$ cat src/hdl/jdcal_pkg.sv
`timescale 1ns / 1ps

package jdcal_pkg;

    // pipeline depth, the same for the date and the time-of-day paths
    localparam int NUM_STAGES = 7;

    // configuration port
    localparam int PADDR_W    = 3;
    localparam int APB_DATA_W = 32;
    localparam logic REG_CALENDAR_MODE = 1'b0;

    // calendar_mode codes
    localparam logic [1:0] CAL_JULIAN    = 2'd0;
    localparam logic [1:0] CAL_GREGORIAN = 2'd1;
    localparam logic [1:0] CAL_SWITCH    = 2'd2;

    // first day of the gregorian reform
    localparam logic [22:0] SWITCH_DAY = 23'd2299161;

    // time of day
    localparam logic [26:0] MS_PER_DAY  = 27'd86400000;
    localparam logic [26:0] MS_MAX      = MS_PER_DAY - 27'd1;
    localparam logic [26:0] MS_PER_HOUR = 27'd3600000;
    localparam logic [21:0] MS_PER_MIN  = 22'd60000;
    localparam logic [15:0] MS_PER_SEC  = 16'd1000;
    localparam logic [23:0] DAYS_PER_WEEK = 24'd7;

    // reciprocal constants: q = (n * MUL) >> SHIFT, MUL = ceil(2^SHIFT / divisor),
    // SHIFT = input width plus divisor width, which keeps the quotient exact
    localparam int HOUR_SHIFT = 49;
    localparam logic [27:0] HOUR_MUL =
        28'(((64'd1 << HOUR_SHIFT) + 64'd3599999) / 64'd3600000);
    localparam int MIN_SHIFT = 38;
    localparam logic [22:0] MIN_MUL =
        23'(((64'd1 << MIN_SHIFT) + 64'd59999) / 64'd60000);
    localparam int SEC_SHIFT = 26;
    localparam logic [16:0] SEC_MUL =
        17'(((64'd1 << SEC_SHIFT) + 64'd999) / 64'd1000);
    localparam int WEEK_SHIFT = 27;
    localparam logic [24:0] WEEK_MUL =
        25'(((64'd1 << WEEK_SHIFT) + 64'd6) / 64'd7);

    // alpha = trunc((4z - 7468865) / 146097)
    localparam logic signed [25:0] ALPHA_OFS = 26'sd7468865;
    localparam int ALPHA_SHIFT = 43;
    localparam logic [25:0] ALPHA_MUL =
        26'(((64'd1 << ALPHA_SHIFT) + 64'd146096) / 64'd146097);

    // b = a + 1524, gregorian path folds the +1 of a into the offset
    localparam logic [10:0] B_OFS_JULIAN = 11'd1524;
    localparam logic [10:0] B_OFS_GREG   = 11'd1525;

    // c = trunc((20b - 2442) / 7305)
    localparam logic [27:0] C_OFS = 28'd2442;
    localparam int C_SHIFT = 41;
    localparam logic [28:0] C_MUL =
        29'(((64'd1 << C_SHIFT) + 64'd7304) / 64'd7305);

    // d = trunc(1461c / 4)
    localparam logic [25:0] D_MUL = 26'd1461;

    // year offset and highest month index searched
    localparam logic [15:0] YEAR_OFS = 16'd4716;
    localparam int E_MAX = 16;

    typedef struct packed {
        logic [22:0] day_number;
        logic [26:0] ms_of_day;
    } in_item_t;

    typedef struct packed {
        logic signed [15:0] year;
        logic [3:0]         month;
        logic [4:0]         day_of_month;
        logic [4:0]         hour;
        logic [5:0]         minute;
        logic [5:0]         second;
        logic [9:0]         millisecond;
        logic [2:0]         weekday;
        logic               gregorian_used;
    } out_item_t;

    typedef struct packed {
        logic signed [15:0] year;
        logic [3:0]         month;
        logic [4:0]         day_of_month;
        logic               gregorian_used;
    } date_t;

    typedef struct packed {
        logic [4:0] hour;
        logic [5:0] minute;
        logic [5:0] second;
        logic [9:0] millisecond;
        logic [2:0] weekday;
    } tod_t;

    // floor(30.6001 * k), start of month index k counted from b - d
    function automatic logic [9:0] e_base(input logic [4:0] k);
        case (k)
            5'd1:    e_base = 10'd30;
            5'd2:    e_base = 10'd61;
            5'd3:    e_base = 10'd91;
            5'd4:    e_base = 10'd122;
            5'd5:    e_base = 10'd153;
            5'd6:    e_base = 10'd183;
            5'd7:    e_base = 10'd214;
            5'd8:    e_base = 10'd244;
            5'd9:    e_base = 10'd275;
            5'd10:   e_base = 10'd306;
            5'd11:   e_base = 10'd336;
            5'd12:   e_base = 10'd367;
            5'd13:   e_base = 10'd397;
            5'd14:   e_base = 10'd428;
            5'd15:   e_base = 10'd459;
            5'd16:   e_base = 10'd489;
            5'd17:   e_base = 10'd520;
            default: e_base = 10'd0;
        endcase
    endfunction

endpackage

$ cat src/hdl/jdcal_pipe_ctl.sv
`timescale 1ns / 1ps

module jdcal_pipe_ctl (
    input  logic                            clk,
    input  logic                            rst_n,
    input  logic                            in_valid,
    output logic                            in_ready,
    output logic                            out_valid,
    input  logic                            out_ready,
    output logic [jdcal_pkg::NUM_STAGES-1:0] load
);

    logic [jdcal_pkg::NUM_STAGES-1:0] valid_reg;
    logic [jdcal_pkg::NUM_STAGES-1:0] valid_next;

    // a stage loads when empty or when its content moves on
    always_comb
    begin
        load[jdcal_pkg::NUM_STAGES-1] = !valid_reg[jdcal_pkg::NUM_STAGES-1] || out_ready;
        for (int k = jdcal_pkg::NUM_STAGES - 2; k >= 0; k--)
        begin
            load[k] = !valid_reg[k] || load[k+1];
        end
    end

    // valid bits follow the data
    always_comb
    begin
        valid_next[0] = load[0] ? in_valid : valid_reg[0];
        for (int k = 1; k < jdcal_pkg::NUM_STAGES; k++)
        begin
            valid_next[k] = load[k] ? valid_reg[k-1] : valid_reg[k];
        end
    end

    always_ff @(posedge clk or negedge rst_n)
    begin
        if (!rst_n)
        begin
            valid_reg <= '0;
        end
        else
        begin
            valid_reg <= valid_next;
        end
    end

    assign in_ready  = load[0];
    assign out_valid = valid_reg[jdcal_pkg::NUM_STAGES-1];

endmodule

$ cat src/hdl/jdcal_date.sv
`timescale 1ns / 1ps

module jdcal_date (
    input  logic                             clk,
    input  logic [jdcal_pkg::NUM_STAGES-1:0] load,
    input  logic [1:0]                       calendar_mode,
    input  logic [22:0]                      day_number,
    output jdcal_pkg::date_t                 date
);

    // stage 0: calendar choice and alpha numerator magnitude
    logic               greg_s0;
    logic signed [25:0] anum_s0;
    logic [24:0]        amag_s0;
    logic [22:0]        z0_reg;
    logic               greg0_reg;
    logic               neg0_reg;
    logic [24:0]        amag0_reg;

    always_comb
    begin
        case (calendar_mode)
            jdcal_pkg::CAL_JULIAN:    greg_s0 = 1'b0;
            jdcal_pkg::CAL_GREGORIAN: greg_s0 = 1'b1;
            jdcal_pkg::CAL_SWITCH:    greg_s0 = (day_number >= jdcal_pkg::SWITCH_DAY);
            default:                  greg_s0 = 1'b1;
        endcase
        anum_s0 = $signed({1'b0, day_number, 2'b00}) - jdcal_pkg::ALPHA_OFS;
        amag_s0 = anum_s0[25] ? 25'(-anum_s0) : anum_s0[24:0];
    end

    always_ff @(posedge clk)
    begin
        if (load[0])
        begin
            z0_reg    <= day_number;
            greg0_reg <= greg_s0;
            neg0_reg  <= anum_s0[25];
            amag0_reg <= amag_s0;
        end
    end

    // stage 1: alpha magnitude by reciprocal multiply
    logic [50:0] aprod_s1;
    logic [22:0] z1_reg;
    logic        greg1_reg;
    logic        neg1_reg;
    logic [7:0]  alpha1_reg;

    assign aprod_s1 = 51'(amag0_reg) * 51'(jdcal_pkg::ALPHA_MUL);

    always_ff @(posedge clk)
    begin
        if (load[1])
        begin
            z1_reg     <= z0_reg;
            greg1_reg  <= greg0_reg;
            neg1_reg   <= neg0_reg;
            alpha1_reg <= 8'(aprod_s1 >> jdcal_pkg::ALPHA_SHIFT);
        end
    end

    // stage 2: b and the numerator of c
    logic [7:0]  corr_s2;
    logic [10:0] bofs_s2;
    logic [23:0] b_s2;
    logic [27:0] cnum_s2;
    logic [23:0] b2_reg;
    logic [27:0] cnum2_reg;
    logic        greg2_reg;

    always_comb
    begin
        // alpha - trunc(alpha / 4), sign applied separately
        corr_s2 = alpha1_reg - (alpha1_reg >> 2);
        if (!greg1_reg)
        begin
            bofs_s2 = jdcal_pkg::B_OFS_JULIAN;
        end
        else if (neg1_reg)
        begin
            bofs_s2 = jdcal_pkg::B_OFS_GREG - {3'd0, corr_s2};
        end
        else
        begin
            bofs_s2 = jdcal_pkg::B_OFS_GREG + {3'd0, corr_s2};
        end
        b_s2    = {1'b0, z1_reg} + {13'd0, bofs_s2};
        cnum_s2 = {b_s2, 4'b0000} + 28'({b_s2, 2'b00}) - jdcal_pkg::C_OFS;
    end

    always_ff @(posedge clk)
    begin
        if (load[2])
        begin
            b2_reg    <= b_s2;
            cnum2_reg <= cnum_s2;
            greg2_reg <= greg1_reg;
        end
    end

    // stage 3: c by reciprocal multiply
    logic [56:0] cprod_s3;
    logic [23:0] b3_reg;
    logic [14:0] c3_reg;
    logic        greg3_reg;

    assign cprod_s3 = 57'(cnum2_reg) * 57'(jdcal_pkg::C_MUL);

    always_ff @(posedge clk)
    begin
        if (load[3])
        begin
            b3_reg    <= b2_reg;
            c3_reg    <= 15'(cprod_s3 >> jdcal_pkg::C_SHIFT);
            greg3_reg <= greg2_reg;
        end
    end

    // stage 4: d = 1461c / 4
    logic [25:0] dprod_s4;
    logic [23:0] b4_reg;
    logic [14:0] c4_reg;
    logic [23:0] d4_reg;
    logic        greg4_reg;

    assign dprod_s4 = 26'(c3_reg) * jdcal_pkg::D_MUL;

    always_ff @(posedge clk)
    begin
        if (load[4])
        begin
            b4_reg    <= b3_reg;
            c4_reg    <= c3_reg;
            d4_reg    <= dprod_s4[25:2];
            greg4_reg <= greg3_reg;
        end
    end

    // stage 5: day within the march-based year
    logic [9:0]  bd5_reg;
    logic [14:0] c5_reg;
    logic        greg5_reg;

    always_ff @(posedge clk)
    begin
        if (load[5])
        begin
            bd5_reg   <= 10'(b4_reg - d4_reg);
            c5_reg    <= c4_reg;
            greg5_reg <= greg4_reg;
        end
    end

    // stage 6: month index by threshold search, then day, month and year
    logic [4:0]         e_s6;
    logic [4:0]         day_s6;
    logic [3:0]         month_s6;
    logic [15:0]        year_s6;
    logic signed [15:0] year6_reg;
    logic [3:0]         month6_reg;
    logic [4:0]         day6_reg;
    logic               greg6_reg;

    always_comb
    begin
        // 30.6001k is never whole, so k is reached once b - d exceeds its floor
        e_s6 = 5'd0;
        for (int k = 1; k <= jdcal_pkg::E_MAX; k++)
        begin
            if (bd5_reg > jdcal_pkg::e_base(5'(k)))
            begin
                e_s6 = 5'(k);
            end
        end
        day_s6   = 5'(bd5_reg - jdcal_pkg::e_base(e_s6));
        month_s6 = (e_s6 < 5'd14) ? 4'(e_s6 - 5'd1) : 4'(e_s6 - 5'd13);
        year_s6  = {1'b0, c5_reg} + {15'd0, (month_s6 <= 4'd2)} - jdcal_pkg::YEAR_OFS;
    end

    always_ff @(posedge clk)
    begin
        if (load[6])
        begin
            year6_reg  <= $signed(year_s6);
            month6_reg <= month_s6;
            day6_reg   <= day_s6;
            greg6_reg  <= greg5_reg;
        end
    end

    always_comb
    begin
        date.year           = year6_reg;
        date.month          = month6_reg;
        date.day_of_month   = day6_reg;
        date.gregorian_used = greg6_reg;
    end

endmodule

$ cat src/hdl/jdcal_tod.sv
`timescale 1ns / 1ps

module jdcal_tod (
    input  logic                             clk,
    input  logic [jdcal_pkg::NUM_STAGES-1:0] load,
    input  logic [22:0]                      day_number,
    input  logic [26:0]                      ms_of_day,
    output jdcal_pkg::tod_t                  tod
);

    // stage 0: saturate the millisecond count, weekday numerator
    logic [26:0] ms0_reg;
    logic [23:0] wn0_reg;

    always_ff @(posedge clk)
    begin
        if (load[0])
        begin
            ms0_reg <= (ms_of_day >= jdcal_pkg::MS_PER_DAY) ? jdcal_pkg::MS_MAX : ms_of_day;
            wn0_reg <= {1'b0, day_number} + 24'd1;
        end
    end

    // stage 1: hour and week count by reciprocal multiply
    logic [54:0] hprod_s1;
    logic [48:0] wprod_s1;
    logic [26:0] ms1_reg;
    logic [4:0]  hour1_reg;
    logic [23:0] wn1_reg;
    logic [20:0] wq1_reg;

    assign hprod_s1 = 55'(ms0_reg) * 55'(jdcal_pkg::HOUR_MUL);
    assign wprod_s1 = 49'(wn0_reg) * 49'(jdcal_pkg::WEEK_MUL);

    always_ff @(posedge clk)
    begin
        if (load[1])
        begin
            ms1_reg   <= ms0_reg;
            hour1_reg <= 5'(hprod_s1 >> jdcal_pkg::HOUR_SHIFT);
            wn1_reg   <= wn0_reg;
            wq1_reg   <= 21'(wprod_s1 >> jdcal_pkg::WEEK_SHIFT);
        end
    end

    // stage 2: remainders of the hour and the week
    logic [26:0] remh_s2;
    logic [23:0] wrem_s2;
    logic [21:0] remh2_reg;
    logic [4:0]  hour2_reg;
    logic [2:0]  wd2_reg;

    always_comb
    begin
        remh_s2 = ms1_reg - 27'(hour1_reg) * jdcal_pkg::MS_PER_HOUR;
        wrem_s2 = wn1_reg - 24'(wq1_reg) * jdcal_pkg::DAYS_PER_WEEK;
    end

    always_ff @(posedge clk)
    begin
        if (load[2])
        begin
            remh2_reg <= remh_s2[21:0];
            hour2_reg <= hour1_reg;
            wd2_reg   <= wrem_s2[2:0];
        end
    end

    // stage 3: minute by reciprocal multiply
    logic [44:0] mprod_s3;
    logic [21:0] remh3_reg;
    logic [5:0]  min3_reg;
    logic [4:0]  hour3_reg;
    logic [2:0]  wd3_reg;

    assign mprod_s3 = 45'(remh2_reg) * 45'(jdcal_pkg::MIN_MUL);

    always_ff @(posedge clk)
    begin
        if (load[3])
        begin
            remh3_reg <= remh2_reg;
            min3_reg  <= 6'(mprod_s3 >> jdcal_pkg::MIN_SHIFT);
            hour3_reg <= hour2_reg;
            wd3_reg   <= wd2_reg;
        end
    end

    // stage 4: remainder of the minute
    logic [21:0] remm_s4;
    logic [15:0] remm4_reg;
    logic [5:0]  min4_reg;
    logic [4:0]  hour4_reg;
    logic [2:0]  wd4_reg;

    assign remm_s4 = remh3_reg - 22'(min3_reg) * jdcal_pkg::MS_PER_MIN;

    always_ff @(posedge clk)
    begin
        if (load[4])
        begin
            remm4_reg <= remm_s4[15:0];
            min4_reg  <= min3_reg;
            hour4_reg <= hour3_reg;
            wd4_reg   <= wd3_reg;
        end
    end

    // stage 5: second by reciprocal multiply
    logic [32:0] sprod_s5;
    logic [15:0] remm5_reg;
    logic [5:0]  sec5_reg;
    logic [5:0]  min5_reg;
    logic [4:0]  hour5_reg;
    logic [2:0]  wd5_reg;

    assign sprod_s5 = 33'(remm4_reg) * 33'(jdcal_pkg::SEC_MUL);

    always_ff @(posedge clk)
    begin
        if (load[5])
        begin
            remm5_reg <= remm4_reg;
            sec5_reg  <= 6'(sprod_s5 >> jdcal_pkg::SEC_SHIFT);
            min5_reg  <= min4_reg;
            hour5_reg <= hour4_reg;
            wd5_reg   <= wd4_reg;
        end
    end

    // stage 6: millisecond remainder
    logic [15:0] msec_s6;
    logic [9:0]  msec6_reg;
    logic [5:0]  sec6_reg;
    logic [5:0]  min6_reg;
    logic [4:0]  hour6_reg;
    logic [2:0]  wd6_reg;

    assign msec_s6 = remm5_reg - 16'(sec5_reg) * jdcal_pkg::MS_PER_SEC;

    always_ff @(posedge clk)
    begin
        if (load[6])
        begin
            msec6_reg <= msec_s6[9:0];
            sec6_reg  <= sec5_reg;
            min6_reg  <= min5_reg;
            hour6_reg <= hour5_reg;
            wd6_reg   <= wd5_reg;
        end
    end

    always_comb
    begin
        tod.hour        = hour6_reg;
        tod.minute      = min6_reg;
        tod.second      = sec6_reg;
        tod.millisecond = msec6_reg;
        tod.weekday     = wd6_reg;
    end

endmodule

$ cat src/hdl/julian_day_to_calendar_date.sv
// channel   direction  handshake              content
// in        input      in_valid / in_ready    day_number, ms_of_day
// out       output     out_valid / out_ready  calendar date, time of day, weekday
// apb       input      psel / penable         calendar_mode at byte address 0
//
// seven register stages, which a transfer in passes through to reach out_valid;
// one transfer per cycle is sustained while out_ready is high; the deepest
// stage is the 28 x 29 bit reciprocal multiply that yields the year count
// reset clears every stage valid bit and sets calendar_mode to 2
// a stall on out holds only the stages that are full; empty stages keep
// filling, so in stays ready until the whole pipeline is occupied
`timescale 1ns / 1ps

module julian_day_to_calendar_date (
    input  logic                                clk,
    input  logic                                rst_n,
    input  logic                                in_valid,
    output logic                                in_ready,
    input  jdcal_pkg::in_item_t                 in_data,
    output logic                                out_valid,
    input  logic                                out_ready,
    output jdcal_pkg::out_item_t                out_data,
    input  logic                                psel,
    input  logic                                penable,
    input  logic                                pwrite,
    input  logic [jdcal_pkg::PADDR_W-1:0]       paddr,
    input  logic [jdcal_pkg::APB_DATA_W-1:0]    pwdata,
    output logic [jdcal_pkg::APB_DATA_W-1:0]    prdata,
    output logic                                pready
);

    logic [1:0]                       calendar_mode_reg;
    logic [1:0]                       calendar_mode_next;
    logic                             reg_index;
    logic                             cfg_write;
    logic [jdcal_pkg::NUM_STAGES-1:0] load;
    jdcal_pkg::date_t                 date;
    jdcal_pkg::tod_t                  tod;

    // register port, no wait states
    assign pready    = 1'b1;
    assign reg_index = paddr[2];
    assign cfg_write = psel && penable && pwrite && pready;

    always_comb
    begin
        calendar_mode_next = calendar_mode_reg;
        if (cfg_write && (reg_index == jdcal_pkg::REG_CALENDAR_MODE))
        begin
            calendar_mode_next = pwdata[1:0];
        end
    end

    always_ff @(posedge clk or negedge rst_n)
    begin
        if (!rst_n)
        begin
            calendar_mode_reg <= jdcal_pkg::CAL_SWITCH;
        end
        else
        begin
            calendar_mode_reg <= calendar_mode_next;
        end
    end

    // read back
    always_comb
    begin
        if (reg_index == jdcal_pkg::REG_CALENDAR_MODE)
        begin
            prdata = {{(jdcal_pkg::APB_DATA_W - 2){1'b0}}, calendar_mode_reg};
        end
        else
        begin
            prdata = '0;
        end
    end

    // stage control
    jdcal_pipe_ctl u_ctl (
        .clk       (clk),
        .rst_n     (rst_n),
        .in_valid  (in_valid),
        .in_ready  (in_ready),
        .out_valid (out_valid),
        .out_ready (out_ready),
        .load      (load)
    );

    // calendar date path
    jdcal_date u_date (
        .clk           (clk),
        .load          (load),
        .calendar_mode (calendar_mode_reg),
        .day_number    (in_data.day_number),
        .date          (date)
    );

    // time of day and weekday path
    jdcal_tod u_tod (
        .clk        (clk),
        .load       (load),
        .day_number (in_data.day_number),
        .ms_of_day  (in_data.ms_of_day),
        .tod        (tod)
    );

    // result assembly
    always_comb
    begin
        out_data.year           = date.year;
        out_data.month          = date.month;
        out_data.day_of_month   = date.day_of_month;
        out_data.hour           = tod.hour;
        out_data.minute         = tod.minute;
        out_data.second         = tod.second;
        out_data.millisecond    = tod.millisecond;
        out_data.weekday        = tod.weekday;
        out_data.gregorian_used = date.gregorian_used;
    end

endmodule

$ cat config.mk
export PLATFORM = sky130hd
export DESIGN_NAME = julian_day_to_calendar_date
export DESIGN_NICKNAME = d
export VERILOG_FILES = /design/src/hdl/jdcal_pkg.sv /design/src/hdl/jdcal_pipe_ctl.sv /design/src/hdl/jdcal_date.sv /design/src/hdl/jdcal_tod.sv /design/src/hdl/julian_day_to_calendar_date.sv
export SDC_FILE = /design/constraint.sdc
export NUM_CORES = 2
export LEC_CHECK = 0
export ABC_CLOCK_PERIOD_IN_PS = 6700
export BUFFER_PORTS_ARGS = -buffer_cell sky130_fd_sc_hd__buf_2
export CELL_PAD_IN_SITES_DETAIL_PLACEMENT = 1
export CELL_PAD_IN_SITES_GLOBAL_PLACEMENT = 1
export CORE_UTILIZATION = 45
export DETAILED_ROUTE_END_ITERATION = 10
export PLACE_DENSITY_LB_ADDON = 0.1
export SYNTH_ARGS = -nofsm -noshare
export SYNTH_HDL_FRONTEND = slang
export SYNTH_SLANG_ARGS = --single-unit
$ cat constraint.sdc
create_clock -name clk -period 6.7 [get_ports clk]
set_input_delay 0.335 -clock clk [delete_from_list [all_inputs] [get_ports clk]]
set_output_delay 0.335 -clock clk [all_outputs]
set_load 0.03 [all_outputs]
==> impl_metrics.prom <==
# TYPE chip_impl_metric gauge
chip_impl_metric{name="syn-mean-instance-area",unit="um2"} 11.4
chip_impl_metric{name="share_of_synthesized_cell_area_in_full_adder_half_adder_and_majority_cells",unit="%"} 58.2
chip_impl_metric{name="routed_via_density",unit=""} 5.01
chip_impl_metric{name="gpl.final_weighted_congestion",unit=""} 0.901
chip_impl_info{name="outcome",value="completed"} 1
chip_impl_metric{name="proportion_of_synthesized_flip_flops_having_asynchronous_set_or_reset",unit="%"} 1.89
chip_impl_metric{name="largest_register_ff_count",unit=""} 27
chip_impl_metric{name="num-nets-final",unit=""} 9747
chip_impl_metric{name="wl",unit="um"} 186000
chip_impl_metric{name="critical_path_peak_fanout",unit=""} 5
chip_impl_metric{name="clock_insertion_delay_worst_skew",unit="ns"} 0.69
chip_impl_metric{name="detail-route-antenna-nets",unit=""} 0
chip_impl_metric{name="wire_length_per_cell_after_detailed_routing",unit="um"} 20.2
chip_impl_info{name="critical-path-slowest-cell",value="sky130_fd_sc_hd__fa_1"} 1
chip_impl_metric{name="half_perimeter_wire_length_after_placement",unit="um"} 162000
chip_impl_metric{name="worst_r2r_path_depth",unit=""} 19
chip_impl_metric{name="synth_seq_cells",unit=""} 476
chip_impl_metric{name="gr-usage-all-layers",unit="%"} 23.6
chip_impl_metric{name="timing.final.setup_violations",unit=""} 0
chip_impl_metric{name="syn_inst",unit=""} 6367
chip_impl_metric{name="final.min_clock_period",unit="ns"} 6.53
chip_impl_metric{name="hold_depth",unit=""} 3
chip_impl_info{name="synth_top_family_by_area",value="adder cells"} 1
chip_impl_metric{name="grt_overflow",unit=""} 0
chip_impl_metric{name="antenna_found_initial",unit=""} 5
chip_impl_metric{name="skew",unit="ns"} 0.0222
chip_impl_metric{name="relSlewSlack",unit="%"} 21.0
chip_impl_info{name="critical_path.most_common_cell",value="sky130_fd_sc_hd__fa_1"} 1
chip_impl_metric{name="die_h",unit="um"} 404
chip_impl_metric{name="die_area",unit="um2"} 163000
chip_impl_info{name="tritoncts",value="done"} 1
chip_impl_metric{name="synth.yosys.seq_area_share",unit="%"} 19.6
chip_impl_metric{name="area_growth_syn_to_layout",unit="%"} 12.9
chip_impl_info{name="critPathLaunchType",value="flip-flop"} 1
chip_impl_metric{name="min_period_over_period",unit="%"} 97.4
chip_impl_metric{name="die_width",unit="um"} 404
chip_impl_metric{name="yosys.area_share.xor_xnor",unit="%"} 3.60
chip_impl_metric{name="via_count_of_the_first_global_routing_pass",unit=""} 52357
chip_impl_info{name="grt_setup_unrepaired",value="yes"} 1
chip_impl_metric{name="placement_rows",unit=""} 146
chip_impl_metric{name="drt_first_pass_iters",unit=""} 5
chip_impl_metric{name="io_pins",unit=""} 183
chip_impl_metric{name="cts_buffer_depth",unit=""} 3
chip_impl_metric{name="setup_slack_of_the_most_critical_reg_to_reg_path",unit="ns"} 0.17
chip_impl_info{name="worstHoldEndpoint",value="calendar_mode_reg[0]$_DFFE_PN0P_"} 1
chip_impl_metric{name="cts_inserted_buffers",unit=""} 57
chip_impl_info{name="clock_tree.root_cell",value="sky130_fd_sc_hd__clkbuf_16"} 1
chip_impl_info{name="crit-reg2reg-launch",value="u_date.cnum2_reg[15]$_DFFE_PP_"} 1
chip_impl_metric{name="global_route_wire_length_before_repair",unit="um"} 295000
chip_impl_metric{name="yosys_warnings",unit=""} 0
chip_impl_metric{name="critical_path_arrival",unit="ns"} 6.93
chip_impl_metric{name="synth.lib_cells_used.distinct",unit=""} 80
chip_impl_metric{name="tightestPinTransition",unit="ns"} 1.18
chip_impl_metric{name="synthSimpleGateAreaFrac",unit="%"} 3.58
chip_impl_metric{name="buffers_on_ports",unit=""} 119
chip_impl_metric{name="route.detailed.drc",unit=""} 0
chip_impl_metric{name="synthesis.area",unit="um2"} 72600
chip_impl_info{name="postSynth.topFlopCell",value="sky130_fd_sc_hd__edfxtp_1"} 1
chip_impl_metric{name="synth-edff-count",unit=""} 467
chip_impl_metric{name="synth_compound_gate_area_share",unit="%"} 5.15
chip_impl_metric{name="path_buf_inv",unit=""} 3
chip_impl_info{name="min_from",value="penable"} 1
chip_impl_metric{name="fmax",unit="GHz"} 0.153
chip_impl_metric{name="slew_violations",unit=""} 0
chip_impl_metric{name="tritoncts_num_sinks",unit=""} 476
chip_impl_metric{name="initialDrtViolationCount",unit=""} 1690
chip_impl_metric{name="synthMuxAreaShare",unit="%"} 0.162
chip_impl_metric{name="post_route_setup_tns",unit="ns"} 0
chip_impl_info{name="cpLargestDelayFamily",value="adder cells"} 1
chip_impl_metric{name="cts_max_level",unit=""} 2
chip_impl_info{name="min-delay-path-class",value="in -> reg"} 1
chip_impl_metric{name="cp_slowest_stage_delay",unit="ns"} 0.60
chip_impl_metric{name="num_vias",unit=""} 45974
chip_impl_metric{name="hold_violations",unit=""} 0
chip_impl_info{name="critical_path.startpoint",value="u_date.cnum2_reg[15]$_DFFE_PP_"} 1
chip_impl_metric{name="initial_utilization",unit="%"} 45.5
chip_impl_metric{name="path_clk_slew",unit="ns"} 0.06
chip_impl_metric{name="critPathRequiredTime",unit="ns"} 7.11
chip_impl_info{name="timing.rr.end",value="u_date.c3_reg[2]$_DFFE_PP_"} 1
chip_impl_metric{name="grt_start_max_net_pins",unit=""} 69
chip_impl_info{name="worst_setup_path_type",value="reg -> reg"} 1
chip_impl_metric{name="share_of_post_route_cells_with_drive_strength_above_1",unit="%"} 11.4
chip_impl_info{name="path_cells",value="buf_4 -> fa_1 -> buf_4 -> fa_1 -> fa_1 -> fa_1 -> fa_1 -> fa_1 -> fa_2 -> ha_1 -> buf_4 -> a21o_1 -> a21o_1 -> a21oi_1 -> o21ai_0 -> a221o_1 -> a21oi_1 -> o21ai_0 -> xor2_1"} 1
chip_impl_info{name="critPathCaptureType",value="flip-flop"} 1
chip_impl_metric{name="max-cap-violations",unit=""} 0
chip_impl_metric{name="floorplan.core_area",unit="um2"} 159000
-- worst max path at each step --
| stage | end | slack, ns | depth (start not counted) |
|---|---|---|---|
| after floorplan | u_tod.min3_reg[4]$_DFFE_PP_ | 0.25 | 22 |
| after global placement | u_date.c3_reg[13]$_DFFE_PP_ | -0.05 | 24 |
| after detailed placement | u_date.c3_reg[13]$_DFFE_PP_ | -0.18 | 24 |
| after CTS | u_date.c3_reg[13]$_DFFE_PP_ | -0.04 | 24 |
| after global routing | u_date.cnum2_reg[21]$_DFFE_PP_ | -0.09 | 32 |
| final | u_date.c3_reg[2]$_DFFE_PP_ | 0.17 | 19 |
-- layout make-up --
| type | instances | area, um2 |
|---|---|---|
| repair buffers | 590 | 4370 |
| well taps | 2146 | 2690 |
| fillers | 17044 | 77300 |
| clock buffers | 66 | 1460 |
| diodes | 1 | 2.50 |
| flip-flops and latches | 476 | 14200 |
| inverters | 1749 | 6570 |
| clock inverters | 40 | 484 |
| multi-input cells | 4106 | 52100 |
-- stage by stage --
stage / worst slack, ns / utilization (%) / instance area [um2] / hold slack, ns / instances
after CTS: -0.0384 / 50.9 / 81100 / 0.0134 / 9149
after detailed placement: -0.182 / 49.4 / 78800 / 0.212 / 9004
final: 0.172 / 51.4 / 81900 / 0.0695 / 9174
after floorplan: 0.255 / - / 72700 / 0.0394 / 6396
after global routing: -0.0850 / 51.4 / 81900 / 0.0262 / 9173
after global placement: -0.0544 / 49.4 / 78800 / 0.204 / 9004
-- worst reg2reg max path: cells and delay by family, from the launching register on --
| kind | cells | cell delay (ns) |
|---|---|---|
| DFF | 1 | 0.47 |
| AOI/OAI and AO/OA | 7 | 1.23 |
| buffers and inverters | 3 | 0.53 |
| adders and majority gates | 8 | 3.83 |
| xor gates and xnor gates | 1 | 0.19 |
-- cell usage after synthesis (3+ instances only) --
cell type	n	area, um2
sky130_fd_sc_hd__a2111oi_0	7	61.3
sky130_fd_sc_hd__a211o_1	4	35.0
sky130_fd_sc_hd__a211oi_1	14	105
sky130_fd_sc_hd__a21boi_0	12	90.1
sky130_fd_sc_hd__a21boi_1	3	22.5
sky130_fd_sc_hd__a21o_1	125	938
sky130_fd_sc_hd__a21oi_1	173	866
sky130_fd_sc_hd__a31oi_1	17	106
sky130_fd_sc_hd__a41o_1	3	30.0
sky130_fd_sc_hd__a41oi_1	4	35.0
sky130_fd_sc_hd__and2_1	13	81.3
sky130_fd_sc_hd__and3_1	23	144
sky130_fd_sc_hd__buf_4	32	240
sky130_fd_sc_hd__clkbuf_1	27	101
sky130_fd_sc_hd__dfrtp_1	8	200
sky130_fd_sc_hd__edfxtp_1	467	14000
sky130_fd_sc_hd__fa_1	1169	23400
sky130_fd_sc_hd__ha_1	1506	18800
sky130_fd_sc_hd__inv_1	1749	6570
sky130_fd_sc_hd__mux2_2	4	45.0
sky130_fd_sc_hd__mux2i_1	5	50.1
sky130_fd_sc_hd__nand2_1	126	473
sky130_fd_sc_hd__nand2b_1	46	288
sky130_fd_sc_hd__nand3_1	54	270
sky130_fd_sc_hd__nand4_1	34	213
sky130_fd_sc_hd__nor2_1	115	432
sky130_fd_sc_hd__nor2b_1	29	181
sky130_fd_sc_hd__nor3_1	42	210
sky130_fd_sc_hd__nor4_1	7	43.8
sky130_fd_sc_hd__o2111ai_1	7	61.3
sky130_fd_sc_hd__o211ai_1	13	97.6
sky130_fd_sc_hd__o21a_1	23	173
sky130_fd_sc_hd__o21ai_0	113	566
sky130_fd_sc_hd__o21bai_1	24	180
sky130_fd_sc_hd__o22ai_1	4	25.0
sky130_fd_sc_hd__o31a_1	8	70.1
sky130_fd_sc_hd__o31ai_1	7	52.6
sky130_fd_sc_hd__or2_2	10	62.6
sky130_fd_sc_hd__or3_1	5	31.3
sky130_fd_sc_hd__or4_1	3	22.5
sky130_fd_sc_hd__xnor2_1	186	1630
sky130_fd_sc_hd__xnor2_2	17	277
sky130_fd_sc_hd__xor2_1	81	709
-- cell families (layout without fill, tap and decap cells) --
group | count (synthesis) | after routing
AND/OR/NAND/NOR | 523 | 523
multiplexers | 10 | 10
flip-flops | 476 | 476
buffers and inverters | 1814 | 2445
XOR/XNOR | 284 | 284
AO/OA/AOI/OAI | 583 | 583
adder cells (fa/ha/maj) | 2675 | 2675
other | 2 | 32
-- layer usage --
metal	track usage (%)	up-vias	wire length, um
li1	-	21508	-
met1	31.2	23695	82900
met2	42.0	569	93600
met3	1.96	198	4780
met4	5.29	4	4430
met5	0	-	27
-- timing repair --
action / CTS / global route
hold endpoints to repair: 40 / 0
endpoints found under the setup margin: 19 / 37
buffers inserted: 6 / 26
pin swaps: 7 / 84
resized for setup: 15 / 131
hold buffers: 33 / 0
-- layout by cell type (no fill, tap or decap), types with 28 or more instances in the layout --
cell type	Yosys	final
sky130_fd_sc_hd__edfxtp_1	467	467
sky130_fd_sc_hd__nand3_1	54	50
sky130_fd_sc_hd__buf_2	1	119
sky130_fd_sc_hd__conb_1	2	31
sky130_fd_sc_hd__xor2_1	81	80
sky130_fd_sc_hd__nand4_1	34	34
sky130_fd_sc_hd__nor2_1	115	112
sky130_fd_sc_hd__o21ai_0	113	96
sky130_fd_sc_hd__a21oi_1	173	156
sky130_fd_sc_hd__ha_1	1506	1486
sky130_fd_sc_hd__nand2_1	126	124
sky130_fd_sc_hd__nor2b_1	29	28
sky130_fd_sc_hd__nand2b_1	46	46
sky130_fd_sc_hd__xnor2_1	186	180
sky130_fd_sc_hd__inv_1	1749	1745
sky130_fd_sc_hd__nor3_1	42	37
sky130_fd_sc_hd__a21o_1	125	125
sky130_fd_sc_hd__buf_4	32	419
sky130_fd_sc_hd__fa_1	1169	1147
sky130_fd_sc_hd__dlygate4sd3_1	0	33
sky130_fd_sc_hd__clkbuf_16	0	57
Power is not shown: default switching activity piles up to over one toggle a cycle in this logic, so the estimate is an artifact.
